File: config.mk
export PLATFORM = sky130hd
export DESIGN_NAME = iml_flip_eval
export DESIGN_NICKNAME = d
export VERILOG_FILES = /design/src/hw/rtl/ising_metropolis_lattice_top_defines.svh /design/src/hw/rtl/iml_pkg.sv /design/src/hw/rtl/iml_flip_eval.sv
export SDC_FILE = /design/constraint.sdc
export NUM_CORES = 1
export LEC_CHECK = 0
export BUFFER_PORTS_ARGS = -buffer_cell sky130_fd_sc_hd__clkbuf_2
export CAP_MARGIN = 30
export CORE_UTILIZATION = 34
export DETAILED_ROUTE_END_ITERATION = 6
export PLACE_DENSITY = 0.64
export SLEW_MARGIN = 20
export SYNTH_ARGS = -nofsm -noshare
export SYNTH_HDL_FRONTEND = slang
export SYNTH_SLANG_ARGS = --single-unit
export TNS_END_PERCENT = 1
File: constraint.sdc
create_clock -name vclk -period 10.9
set_input_delay 2.18 -clock vclk [all_inputs]
set_output_delay 2.18 -clock vclk [all_outputs]
set_load 0.02 [all_outputs]
File: src/hw/rtl/ising_metropolis_lattice_top_defines.svh
// Assertion macros for the lattice top-level RTL.
// Every macro expects clk and rst_n to be visible where it is used.
`ifndef ISING_METROPOLIS_LATTICE_TOP_DEFINES_SVH
`define ISING_METROPOLIS_LATTICE_TOP_DEFINES_SVH

// Condition must hold on every clock edge outside reset.
`define IML_ASSERT_HOLDS(label, cond, msg) \
    label: assert property (@(posedge clk) disable iff (!rst_n) (cond)) else $error(msg);

// Consequent must hold on the same edge as the antecedent.
`define IML_ASSERT_SAME(label, ante, cons, msg) \
    label: assert property (@(posedge clk) disable iff (!rst_n) (ante) |-> (cons)) \
        else $error(msg);

// Consequent must hold on the edge after the antecedent.
`define IML_ASSERT_NEXT(label, ante, cons, msg) \
    label: assert property (@(posedge clk) disable iff (!rst_n) (ante) |=> (cons)) \
        else $error(msg);

`endif

File: src/hw/rtl/iml_pkg.sv
// Shared constants, types and index helpers for the Ising lattice block.
// Used by iml_flip_eval and ising_metropolis_lattice_top; no dependencies.
package iml_pkg;

    localparam int LATTICE_ROWS = 128;
    localparam int LATTICE_COLS = 128;
    localparam int ROW_W        = $clog2(LATTICE_ROWS);
    localparam int COL_W        = $clog2(LATTICE_COLS);
    localparam int SITE_COUNT   = LATTICE_ROWS * LATTICE_COLS;

    localparam int REQ_W       = 2;
    localparam int ADDR_IN_W   = 7;
    localparam int FRAC_W      = 32;
    localparam int DELTA_W     = 5;
    localparam int ENERGY_W    = 17;
    localparam int MAG_W       = 16;
    localparam int CFG_INDEX_W = 1;
    localparam int CFG_DATA_W  = 32;

    localparam logic [ENERGY_W-1:0] ENERGY_RESET = ENERGY_W'(-2 * SITE_COUNT);
    localparam logic [MAG_W-1:0]    MAG_RESET    = MAG_W'(SITE_COUNT);
    localparam logic [FRAC_W-1:0]   THR_DE4_RESET = 32'd1929853361;
    localparam logic [FRAC_W-1:0]   THR_DE8_RESET = 32'd867141012;

    // dE = 4 * (neighbours agreeing with the site) - 8
    localparam logic [DELTA_W-1:0] DE_OFFSET = DELTA_W'(8);
    localparam logic [MAG_W-1:0]   MAG_UP    = MAG_W'(2);
    localparam logic [MAG_W-1:0]   MAG_DOWN  = MAG_W'(-2);

    localparam logic [REQ_W-1:0] REQ_WRITE = 2'd0;
    localparam logic [REQ_W-1:0] REQ_TRIAL = 2'd1;
    localparam logic [REQ_W-1:0] REQ_READ  = 2'd2;

    localparam logic [CFG_INDEX_W-1:0] CFG_DE4 = 1'b0;
    localparam logic [CFG_INDEX_W-1:0] CFG_DE8 = 1'b1;

    typedef enum logic [1:0] {
        ST_CLEAR,
        ST_IDLE,
        ST_CENTRE,
        ST_EVAL
    } state_t;

    typedef struct packed {
        logic               flip;
        logic               accepted;
        logic               spin_after;
        logic [DELTA_W-1:0] delta;
    } eval_t;

    // Fold an incoming row number onto the lattice (constant-multiple compares).
    function automatic logic [ROW_W-1:0] wrap_row(input logic [ADDR_IN_W-1:0] v);
        logic [ADDR_IN_W-1:0] rem;
        rem = v;
        for (int q = 1; q * LATTICE_ROWS < (1 << ADDR_IN_W); q++) begin
            if (v >= ADDR_IN_W'(q * LATTICE_ROWS)) begin
                rem = v - ADDR_IN_W'(q * LATTICE_ROWS);
            end
        end
        return ROW_W'(rem);
    endfunction

    function automatic logic [COL_W-1:0] wrap_col(input logic [ADDR_IN_W-1:0] v);
        logic [ADDR_IN_W-1:0] rem;
        rem = v;
        for (int q = 1; q * LATTICE_COLS < (1 << ADDR_IN_W); q++) begin
            if (v >= ADDR_IN_W'(q * LATTICE_COLS)) begin
                rem = v - ADDR_IN_W'(q * LATTICE_COLS);
            end
        end
        return COL_W'(rem);
    endfunction

    function automatic logic [ROW_W-1:0] row_up(input logic [ROW_W-1:0] r);
        return (r == '0) ? ROW_W'(LATTICE_ROWS - 1) : r - 1'b1;
    endfunction

    function automatic logic [ROW_W-1:0] row_down(input logic [ROW_W-1:0] r);
        return (r == ROW_W'(LATTICE_ROWS - 1)) ? '0 : r + 1'b1;
    endfunction

    function automatic logic [COL_W-1:0] col_left(input logic [COL_W-1:0] c);
        return (c == '0) ? COL_W'(LATTICE_COLS - 1) : c - 1'b1;
    endfunction

    function automatic logic [COL_W-1:0] col_right(input logic [COL_W-1:0] c);
        return (c == COL_W'(LATTICE_COLS - 1)) ? '0 : c + 1'b1;
    endfunction

endpackage

File: src/hw/rtl/iml_flip_eval.sv
// Flip evaluation: energy change, Metropolis acceptance or forced write, and row update.
// Depends on iml_pkg for widths, request codes and eval_t.
module iml_flip_eval
    import iml_pkg::*;
(
    input  logic [LATTICE_COLS-1:0] centre_row,
    input  logic                    up_bit,
    input  logic                    dn_bit,
    input  logic [COL_W-1:0]        col,
    input  logic [REQ_W-1:0]        req_type,
    input  logic                    spin_in,
    input  logic [FRAC_W-1:0]       frac,
    input  logic [FRAC_W-1:0]       thr_de4,
    input  logic [FRAC_W-1:0]       thr_de8,
    output eval_t                   result,
    output logic [LATTICE_COLS-1:0] new_row
);

    logic               site;
    logic               lf_bit;
    logic               rt_bit;
    logic [3:0]         agree;
    logic [2:0]         agree_cnt;
    logic [DELTA_W-1:0] de;
    logic               keep;

    always_comb
    begin
        site      = centre_row[col];
        lf_bit    = centre_row[col_left(col)];
        rt_bit    = centre_row[col_right(col)];
        agree     = ~({up_bit, dn_bit, lf_bit, rt_bit} ^ {4{site}});
        agree_cnt = 3'($countones(agree));
        de        = DELTA_W'({agree_cnt, 2'b00}) - DE_OFFSET;

        // three agreeing neighbours cost +4, four cost +8
        case (agree_cnt)
            3'd3:    keep = (frac <= thr_de4);
            3'd4:    keep = (frac <= thr_de8);
            default: keep = 1'b1;
        endcase

        result = '0;
        unique case (req_type)
            REQ_WRITE:
            begin
                if (site != spin_in)
                begin
                    result.flip  = 1'b1;
                    result.delta = de;
                end
            end
            REQ_TRIAL:
            begin
                result.delta = de;
                if (keep)
                begin
                    result.flip     = 1'b1;
                    result.accepted = 1'b1;
                end
            end
            default:
            begin
            end
        endcase
        result.spin_after = site ^ result.flip;

        new_row      = centre_row;
        new_row[col] = result.spin_after;
    end

endmodule
Yosys cells after proc, flatten, opt, wreduce, memory -nomap -nowiden
Index checks and enable logic that the tools add are counted.
{"block": "totals", "ff_bits": 0, "in_bits": 236, "elab_cells": 41, "out_inout_bits": 136}
{"block": "op_classes", "eq_ne": 5, "magnitude_cmp": 6, "mux": 18, "n_addsub": 6, "n_reduce_logical": 3, "bitwise": 3}
{"cell": "bitwise mux 128 bit", "count": 1}
{"cell": "<= comparator 32 bit", "count": 2}
{"cell": "< comparator 7 x 8 -> 1 bit (second input constant)", "count": 3}
{"cell": "binary-select mux 1 bit (select 7 bit)", "count": 3}
{"cell": "two-way mux 7 bit", "count": 2}
{"cell": "one-hot mux 5 bit (2 select lines)", "count": 1}
{"cell": "adder 7 x 1 -> 7 bit (second input constant)", "count": 1}
{"cell": "demux 1 bit (select 7 bit)", "count": 1}
{"cell": "equality test 7 bit (second input constant)", "count": 1}
{"cell": "greater-or-equal comparator 7 x 1 -> 1 bit (second input constant)", "count": 1}
{"cell": "zero test 7 bit", "count": 1}
{"cell": "subtractor 7 x 1 -> 7 bit (second input constant)", "count": 1}
{"cell": "two-way mux 1 bit", "count": 6}
{"cell": "two-way mux 5 bit", "count": 1}
{"cell": "subtractor 5 x 4 -> 5 bit (second input constant)", "count": 1}
{"cell": "adder 1 x 1 -> 2 bit", "count": 2}
{"cell": "NOT 4 bit", "count": 1}
{"cell": "one-hot mux 1 bit (2 select lines)", "count": 2}
{"cell": "XOR 4 bit", "count": 1}
{"cell": "adder 2 x 2 -> 3 bit", "count": 1}
{"cell": "equality test 3 x 2 -> 1 bit (second input constant)", "count": 1}
{"cell": "equality test 3 bit (second input constant)", "count": 1}
{"cell": "equality test 2 x 1 -> 1 bit (second input constant)", "count": 1}
{"cell": "zero test 2 bit", "count": 1}
{"cell": "4 further kinds", "count": 4}

Logic depth before layout (Yosys ltp)
Gate-level depths: netlist (run 1).
{"block": "depth", "word_depth": 14, "mapped_depth": 32, "depth_no_buf": 24}

Least setup slack after synthesis (run 1)
Ideal clock, no wire load.
{"block": "synth_timing", "path_kind": "input -> output", "startpoint": "input col[0]", "endpoint": "output new_row[0]", "path_buffers": 7, "stages": 31, "t_arrival_ps": 7591, "required_time_ps": 8720, "slack_ps": 1129, "cell_sequence": "buf_2 buf_4 inv_2 buf_2 ha_1 nand2b_1 o21a_1 buf_2 buf_2 mux2i_1 a32oi_1 and3_1 nor4_1 mux2i_1 mux2i_1 xnor2_1 fa_1 inv_1 ha_1 ha_1 nor2_1 nand2_1 a21oi_1 o21ai_0 a31o_2 o211ai_1 or3_1 and4_4 buf_6 buf_2 o31ai_1"}
{"block": "synth_between", "elab_chain_len": 14, "word_cells_on_any_way": 31, "cone_classes": "add/sub: 5; order compare: 2; eq/ne: 4; mux: 15; bitwise: 3; reduce/logical: 2"}
{"item": "from (decl)", "line_no": "iml_flip_eval.sv:9", "text": "input logic [COL_W-1:0] col,"}
{"item": "adder 7 x 1 -> 7 bit, or another cell as far along", "line_no": "iml_pkg.sv:87", "text": "return (c == COL_W'(LATTICE_COLS - 1)) ? '0 : c + 1'b1;"}
{"item": "two-way mux 7 bit (on tied branches)", "line_no": "iml_pkg.sv:87, iml_pkg.sv:83"}
{"item": "binary-select mux 1 bit (select 7 bit) (on tied branches)", "line_no": "iml_flip_eval.sv:31, iml_flip_eval.sv:30"}
{"item": "two-way mux 1 bit (on tied branches)", "line_no": "iml_flip_eval.sv:31, iml_flip_eval.sv:30"}
{"item": "XOR 4 bit", "line_no": "iml_flip_eval.sv:32", "text": "agree = ~({up_bit, dn_bit, lf_bit, rt_bit} ^ {4{site}});"}
{"item": "NOT 4 bit", "line_no": "iml_flip_eval.sv:32"}
{"item": "adder 1 x 1 -> 2 bit (not written as such)", "line_no": "iml_flip_eval.sv:33", "text": "agree_cnt = 3'($countones(agree));"}
{"item": "adder 2 x 2 -> 3 bit (not written as such)", "line_no": "iml_flip_eval.sv:33"}
{"item": "equality test 3 bit or equality test 3 x 2 -> 1 bit (tied branches)", "line_no": "iml_flip_eval.sv:37", "text": "case (agree_cnt)"}
{"item": "one-hot mux 1 bit (2 select lines)", "line_no": "iml_flip_eval.sv:37"}
{"item": "two-way mux 2 bit", "line_no": "iml_flip_eval.sv:56", "text": "if (keep)"}
{"item": "one-hot mux 1 bit (2 select lines)", "line_no": "iml_flip_eval.sv:44", "text": "unique case (req_type)"}
{"item": "XOR 1 bit", "line_no": "iml_flip_eval.sv:66", "text": "result.spin_after = site ^ result.flip;"}
{"item": "bitwise mux 128 bit (*)", "line_no": "iml_flip_eval.sv:69", "text": "new_row[col] = result.spin_after;"}
{"item": "to (decl)", "line_no": "iml_flip_eval.sv:16", "text": "output logic [LATTICE_COLS-1:0] new_row"}
Mark *: on every way between the ends. The rest lies on a longest branch, timed or not. The select of a mux whose other input is x is not followed.

Worst setup path after layout (run 1)
{"block": "layout_timing", "startpoint": "input col[3]", "endpoint": "output new_row[37]"}
Same word-level chain as after synthesis.

==> impl_metrics.ini, run 1 <==
[global_routing]
grt_pass1_wl_mm = 61.2
gr-usage-all-layers_pct = 32.2
grt_pass1_vias = 10300
antenna_found_initial = 2
grt_start_max_net_pins = 57
overflow = 0

[floorplan]
start_util_pct = 34.8
core_area_mm2 = 0.0235
die_area_mm2 = 0.0247
rows = 56
die_h_um = 157
ios = 372
die_w_um = 157

[sta]
period_minus_slack_ns = 10.52
slew_headroom_pct = 31.8
setup_viol = 0
timing.fmax_mhz = 95.1
tns_ns = 0
drv_slew = 0
grt_setup_unrepaired = false
min_period_over_period_pct = 96.5
worst_slew_pin_slew_ns = 1.02
hold_viol_final = 0

[power]
combPwrFrac_pct = 100.0
p_switching_mw = 0.398
vdd.ir_drop.worst_v = 0.0000419
p_seq_share_pct = 0
netSwitchingFraction_pct = 65.4
power.internal_mw = 0.211
pwr_density_cell_mw_per_mm2 = 59.0
p_leak_nw = 4.73
power_frac_clock_pct = 0

[logic_synthesis]
syn-instance-count = 1230
yosys.area.top_type = o31ai_2
synth_seq_area_share_pct = 0
netlist_area_mm2 = 0.00819
synthAdderAreaFrac_pct = 10.8
synth-simple-area-share_pct = 25.1
synth_top_family_by_area = compound AO/OA/AOI/OAI gates
ys_top_cells_by_area = o31ai_2, ha_1, nand2_1
synth_top_area_share_pct = 15.3
ys_types = 71
synth_mux_area_share_pct = 9.81
yosysWarnings = 0
synth-compound-area-share_pct = 41.7
synth_most_common_cell = nand2_1
synthTopCellsByCount = nand2_1, o21ai_0, o31ai_2, nand3_1, inv_1
synth_area_per_cell_um2 = 6.66
synth-xor-area-share_pct = 1.50

[status]
status = complete, no violations

[hold_path]
hold_path_class = input pin to output pin

[run]
maxCapViolCount = 0

[drt]
viasPerCell = 6.14
wl_per_cell_um = 22.7
dr_total_vias = 11400
drt_first_pass_iters = 6
drc = 0
drtIter0Drc = 1286
ant_nets = 0
wl_mm = 42.0

[worst_setup_path]
start_kind = input pin
cp_max_fo = 40
crit_path_max_incr_delay_ns = 0.56
crit_path_top_delay_cell = fa_1
required_ns = 8.72
end_kind = output pin
path_class = input pin to output pin
arrival_ns = 8.34

[final_layout]
seq_cell_count = 0
multiInputGateArea_mm2 = 0.00732
drive_gt1_share_pct = 36.2
instances_no_fill = 1851
syn2layout_area_growth_pct = 26.0
final_core_util_pct = 43.8
ff_latch_area_um2 = 0
nClkBuffers = 0
nFillCells = 2551
fin_nets = 1839

[clock_network]
post-cts-setup-buffers = 0
hold_buffers = 0

[placed_design]
dp_hpwl_mm = 33.0
io_buffers = 370
dp.cells = 1849
gp_congestion = 0.987
## worst max-delay path, delay by kind of cell
family                   cells  cell delay, ns
buffers and inverters        8            1.88
AO/OA/AOI/OAI                9            1.68
AND/OR/NAND/NOR              8            1.19
adder cells (fa/ha/maj)      3            1.08
XOR/XNOR                     1            0.22
## metrics by stage
step	instance area (µm²)	worst slack, ns	total power [mW]	hold slack (ns)
2_1_floorplan	8190	1.13	0.389	4.44
3_3_place_gp	10300	0.517	0.587	4.72
3_5_place_dp	10300	0.409	0.594	4.72
4_1_cts	10300	0.400	0.596	4.73
5_1_grt	10300	0.107	0.651	4.76
6_report	10300	0.384	0.609	4.72
## worst paths after layout
| path | depth (start not counted) | slack (ns) | to | from |
|---|---|---|---|---|
| setup / recovery | 29 | 0.38 | new_row[37] | col[3] |
| hold / removal | 3 | 4.72 | result[7] | req_type[0] |
## cells by family (layout without fill, tap and decap cells)
kind of cell    Yosys count  count (layout)
simple gates            441             441
compound gates          436             436
buf+inv                 196             496
mux                      72              72
fa+ha+maj                70              70
xor+xnor                 14              14
other cells               1               3
## layout make-up
cell class / count / area share (%)
inverter: 75 / 2.73
tap: 319 / 3.87
antenna: 1 / 0.0243
timing repair buffer: 421 / 22.4
multi-input combinational: 1035 / 71.0
## routing by layer
| layer | wire length [µm] | vias to the layer above | GRT usage (%) |
|---|---|---|---|
| li1 | - | 5227 | - |
| met1 | 17200 | 5274 | 43.2 |
| met2 | 18900 | 751 | 52.2 |
| met3 | 4600 | 105 | 5.51 |
| met4 | 1330 | 2 | 9.85 |
| met5 | 12 | - | 0 |
## layout by cell type (no fill, tap or decap), types with 8 or more instances in the layout
master    Yosys  routed
clkbuf_2      0     370
nand2_1     221     218
o21ai_0     149     149
o31ai_2     100     100
nand3_1      90      89
inv_1        72      72
ha_1         69      69
mux2i_1      54      54
buf_4         7      44
nand4_1      37      37
a21oi_1      32      32
nor2_1       29      29
o31ai_1      28      28
a221oi_1     24      24
nor2b_1      13      13
a22oi_1      13      13
o211ai_1     13      13
a31oi_1      12      12
xnor2_1      10      10
mux2_2        9       9
a211oi_1      9       9
nand2b_1      8       8
a32oi_1       8       8
## power groups by stage
stage	clock (mW)	combinational, mW	sequential, mW
floorplan	0	0.389	0
global placement	0	0.587	0
detailed placement	0	0.594	0
CTS	0	0.596	0
global route	0	0.651	0
finish	0.0000000123	0.609	0
## repair_timing
| item | in CTS | in global routing |
|---|---|---|
| resized for setup | 0 | 1 |
| endpoints found under the hold margin | 0 | 0 |
| setup endpoints to repair | 0 | 1 |
Power figures use the tool's default switching activity.
==> inputs of run 2 (changes only) <==
--- a/config.mk
+++ b/config.mk
@@ -5,11 +5,12 @@
 export SDC_FILE = /design/constraint.sdc
 export NUM_CORES = 1
 export LEC_CHECK = 0
+export ABC_AREA = 1
 export BUFFER_PORTS_ARGS = -buffer_cell sky130_fd_sc_hd__clkbuf_2
 export CAP_MARGIN = 30
 export CORE_UTILIZATION = 34
 export DETAILED_ROUTE_END_ITERATION = 6
-export PLACE_DENSITY = 0.64
+export PLACE_DENSITY = 0.63
 export SLEW_MARGIN = 20
 export SYNTH_ARGS = -nofsm -noshare
 export SYNTH_HDL_FRONTEND = slang
==> run 2 against run 1 <==
Net effect: the run now ends with DRC left; synthesized area grew 11%; combinational power shrank 3.9%; critical path depth unchanged; first-iteration DRC count rose by 5.8%; cell area increased by 5.8%; die area grew 11%; sequential cell count did not move; sequential share of layout area did not move.
==> impl_metrics.ini, run 2 <==
[floorplan]
start_util_pct = 34.8
ios = 372
rows = 59
die_area_mm2 = 0.0275
die_w_um = 166
core_area_mm2 = 0.0262
die_h_um = 166

[global_routing]
overflow = 0
gr-usage-all-layers_pct = 29.9
gr-usage-met1_pct = 38.4
grtUsageMet3_pct = 5.79
grt_pass1_wl_mm = 66.8
grt_pass1_vias = 12300
busiest_layer = met2
grt_start_max_net_pins = 91
antenna_found_initial = 0
met2_usage_pct = 49.2

[worst_setup_path]
cp_max_fo = 90
required_ns = 8.72
crit_path_top_delay_cell = buf_4
start_kind = input pin
crit_path_max_incr_delay_ns = 0.70
crit_top_cell = nand2_1
path_class = input pin to output pin
end_kind = output pin
arrival_ns = 8.05

[final_layout]
fin_nets = 2484
nClkBuffers = 0
nFillCells = 2979
syn2layout_area_growth_pct = 19.6
drive_gt1_share_pct = 19.9
final_core_util_pct = 41.6
final_cell_mix = nand2_1, clkbuf_2, nand3_1, nor2_1, o21ai_0
final_common_cell = nand2_1
seq_cell_count = 0
ff_latch_area_um2 = 0
diodes = 0

[sta]
slew_headroom_pct = 39.0
setup_viol = 0
whs_ns = 4.72
period_minus_slack_ns = 10.23
timing.fmax_mhz = 97.8
grt_setup_unrepaired = false
tns_ns = 0
hold_viol_final = 0
drv_slew = 0
min_period_over_period_pct = 93.9
worst_slew_pin_slew_ns = 0.915

[drt]
dr_total_vias = 13900
drtIter0Drc = 1360
wl_mm = 43.8
drt_first_pass_iters = 7
drc = 19
wl_per_cell_um = 17.4
ant_nets = 0
viasPerCell = 5.53

[placed_design]
dp_hpwl_mm = 32.9
io_buffers = 370
gp_congestion = 1.02

[hold_path]
whs_path_depth = 4
hold_path_class = input pin to output pin
min_to = new_row[42]
min_from = centre_row[42]

[logic_synthesis]
synth_most_common_cell = nand2_1
synthTopCellsByCount = nand2_1, nand3_1, nor2_1, o21ai_0, inv_1
syn-instance-count = 1918
yosysWarnings = 0
synth_top_area_share_pct = 29.2
netlist_area_mm2 = 0.00913
ys_types = 34
ys_top_cells_by_area = nand2_1, nand3_1, o21ai_0
yosys.area.top_type = nand2_1
synth_area_per_cell_um2 = 4.76
synth_seq_area_share_pct = 0

[run]
maxCapViolCount = 0

[power]
power.total_mw = 0.585
vdd.ir_drop.worst_v = 0.0000342
p_leak_nw = 6.08
pwr_density_cell_mw_per_mm2 = 53.6

[clock_network]
cts_resized = 0
post-cts-setup-buffers = 0
hold_buffers = 0

[status]
status = finished with violations
violations = DRC
run 2: critical path, delay by kind of cell:
kind                     cells  cell delay (ns)
AND/OR/NAND/NOR             19             2.35
buffers and inverters        5             1.83
adder cells (fa/ha/maj)      3             1.05
AO/OA/AOI/OAI                2             0.54
run 2: metrics by stage:
step | area (µm²) | instances | setup WS (ns)
floorplan | 9130 | 1919 | 2.34
global placement | 10900 | 2510 | 0.858
detailed placement | 10900 | 2511 | 0.862
CTS | 10900 | 2511 | 0.853
global route | 10900 | 2511 | 0.220
finish | 10900 | 2511 | 0.670
run 2: cell type report:
cell class / count / area (µm²) / share of cell area [%]
repair buffers: 397 / 2100 / 19.2
multi-input cells: 1613 / 7770 / 71.2
inverters: 166 / 623 / 5.71
well taps: 335 / 419 / 3.84
run 2: logic make-up after synthesis:
logic type / count (synthesis) / share of synthesized area [%]
buffers and inverters: 306 / 15.1
AOI/OAI and AO/OA: 290 / 17.3
and+or+nand+nor: 1248 / 57.6
xor gates and xnor gates: 3 / 0.288
other: 1 / 0.0411
adders and majority gates: 70 / 9.68
run 2: power by group:
part | internal, mW | leakage [nW] | switching, mW
logic | 0.183 | 6.08 | 0.402
registers | 0 | 0 | 0
clock network | 0 | 0 | 0
total | 0.183 | 6.08 | 0.402
run 2: per-layer routing:
metal | wire, µm | part of all wire [%]
met1 | 17500 | 40
met2 | 19800 | 45
met3 | 4770 | 11
met4 | 1710 | 3.9
met5 | 0 | 0
run 2: worst max-delay path by stage:
stage                      start      endpoint  slack, ns  depth (start not counted)
after global routing      col[3]  new_row[118]       0.22                         31
final                     col[2]  new_row[118]       0.67                         29
after detailed placement  col[3]  new_row[118]       0.86                         30
after floorplan           col[1]  new_row[100]       2.34                         30
after global placement    col[3]  new_row[118]       0.86                         31
after CTS                 col[3]  new_row[118]       0.85                         30
==> inputs of run 3 (changes only) <==
--- a/config.mk
+++ b/config.mk
@@ -8,9 +8,10 @@
 export ABC_AREA = 1
 export BUFFER_PORTS_ARGS = -buffer_cell sky130_fd_sc_hd__clkbuf_2
 export CAP_MARGIN = 30
-export CORE_UTILIZATION = 34
+export CORE_AREA = 2 2 144 146
 export DETAILED_ROUTE_END_ITERATION = 6
-export PLACE_DENSITY = 0.63
+export DIE_AREA = 0 0 146 148
+export PLACE_DENSITY = 0.79
 export SLEW_MARGIN = 20
 export SYNTH_ARGS = -nofsm -noshare
 export SYNTH_HDL_FRONTEND = slang
==> run 3 against run 2 <==
Net effect: the run now ends clean; worst setup slack improved by 0.15 ns; largest power group unchanged; cell area is 0.45% higher; wire length shrank 2.2%; critical path depth is 1 lower; total power up 2.2%; combinational power increased by 2%; hold slack better by 0.0031 ns.
==> impl_metrics.ini, run 3 (synthesis results as in run 2) <==
[status]
status = complete, no violations

[drt]
ant_nets = 0
viasPerCell = 5.77
drc = 0
drt_first_pass_iters = 7
drtIter0Drc = 1487
wl_mm = 42.8
wl_per_cell_um = 17.4
dr_total_vias = 14200

[global_routing]
overflow = 0
busiest_layer = met2
gr-usage-all-layers_pct = 37.1
grt_pass1_wl_mm = 66.0
grt_start_max_net_pins = 89
grtUsageMet3_pct = 8.12
grt_pass1_vias = 12900
gr-usage-met1_pct = 44.6
antenna_found_initial = 0
met2_usage_pct = 61.7

[final_layout]
final_cell_mix = nand2_1, clkbuf_2, nand3_1, nor2_1, o21ai_0
syn2layout_area_growth_pct = 20.1
drive_gt1_share_pct = 20.3
diodes = 0
ff_latch_area_um2 = 0
final_core_util_pct = 54.7
seq_cell_count = 0
multiInputGateArea_mm2 = 0.00777
nClkBuffers = 0
nFillCells = 2161
fin_nets = 2496
final_common_cell = nand2_1

[floorplan]
start_util_pct = 45.6
die_area_mm2 = 0.0216
rows = 52
die_h_um = 148
ios = 372
die_w_um = 146
core_area_mm2 = 0.0200

[worst_setup_path]
crit_start = col[1]
end_kind = output pin
start_kind = input pin
crit_path_max_incr_delay_ns = 0.54
crit_path_top_delay_cell = fa_1
required_ns = 8.72
arrival_ns = 7.90
crit_end = new_row[81]
crit_top_cell = nand2_1
cp_max_fo = 36
path_class = input pin to output pin

[sta]
whs_ns = 4.72
period_minus_slack_ns = 10.08
hold_viol_final = 0
worst_slew_pin_slew_ns = 0.897
timing.fmax_mhz = 99.2
tns_ns = 0
grt_setup_unrepaired = false
slew_headroom_pct = 40.2
min_period_over_period_pct = 92.5
setup_viol = 0
drv_slew = 0

[hold_path]
hold_path_class = input pin to output pin

[placed_design]
io_buffers = 370
gp_congestion = 1.03
dp_hpwl_mm = 32.7

[clock_network]
post-cts-setup-buffers = 0
hold_buffers = 0
cts_resized = 0

[power]
p_leak_nw = 6.15
vdd.ir_drop.worst_v = 0.0000386
pwr_density_cell_mw_per_mm2 = 54.5

[run]
maxCapViolCount = 0
run 3: cell types whose count changed in the layout (fill, tap and decap cells not counted), sizes merged:
cell / change
buf: +12
run 3: layer usage:
| metal | vias to the layer above | share of wire [%] |
|---|---|---|
| li1 | 6764 | - |
| met1 | 6198 | 37 |
| met2 | 1017 | 45 |
| met3 | 211 | 12 |
| met4 | 0 | 6.2 |
| met5 | - | 0 |
run 3: worst min-delay path by stage:
stage	to	start	depth (start not counted)	slack (ns)
2_1_floorplan	new_row[0]	centre_row[0]	2	4.55
3_3_place_gp	new_row[52]	centre_row[52]	4	4.71
3_5_place_dp	new_row[52]	centre_row[52]	4	4.71
4_1_cts	new_row[52]	centre_row[52]	4	4.72
5_1_grt	new_row[46]	centre_row[46]	4	4.73
6_report	new_row[52]	centre_row[52]	4	4.72
run 3: stage by stage:
stage / total power [mW] / instances / instance area [µm²] / setup slack, ns
3_3_place_gp: 0.570 / 2455 / 10900 / 1.05
3_5_place_dp: 0.581 / 2458 / 11000 / 0.936
6_report: 0.597 / 2458 / 11000 / 0.823
2_1_floorplan: 0.387 / 1919 / 9130 / 2.34
4_1_cts: 0.583 / 2458 / 11000 / 0.921
5_1_grt: 0.650 / 2458 / 11000 / 0.411
run 3: final cells by class:
class / count / area share [%]
multi-input cells: 1613 / 70.9
repair buffers: 409 / 20.3
inverters: 166 / 5.68
well taps: 270 / 3.08
run 3: power breakdown:
group          leakage [nW]  internal (mW)  switching, mW
sequential                0              0              0
clock                     0              0              0
combinational          6.15          0.192          0.405
run 3: worst max-delay path: cells and delay by family:
family	cells	cell delay [ns]
buffers and inverters	7	2.03
adder cells (fa/ha/maj)	3	1.07
AO/OA/AOI/OAI	3	0.50
AND/OR/NAND/NOR	15	2.06
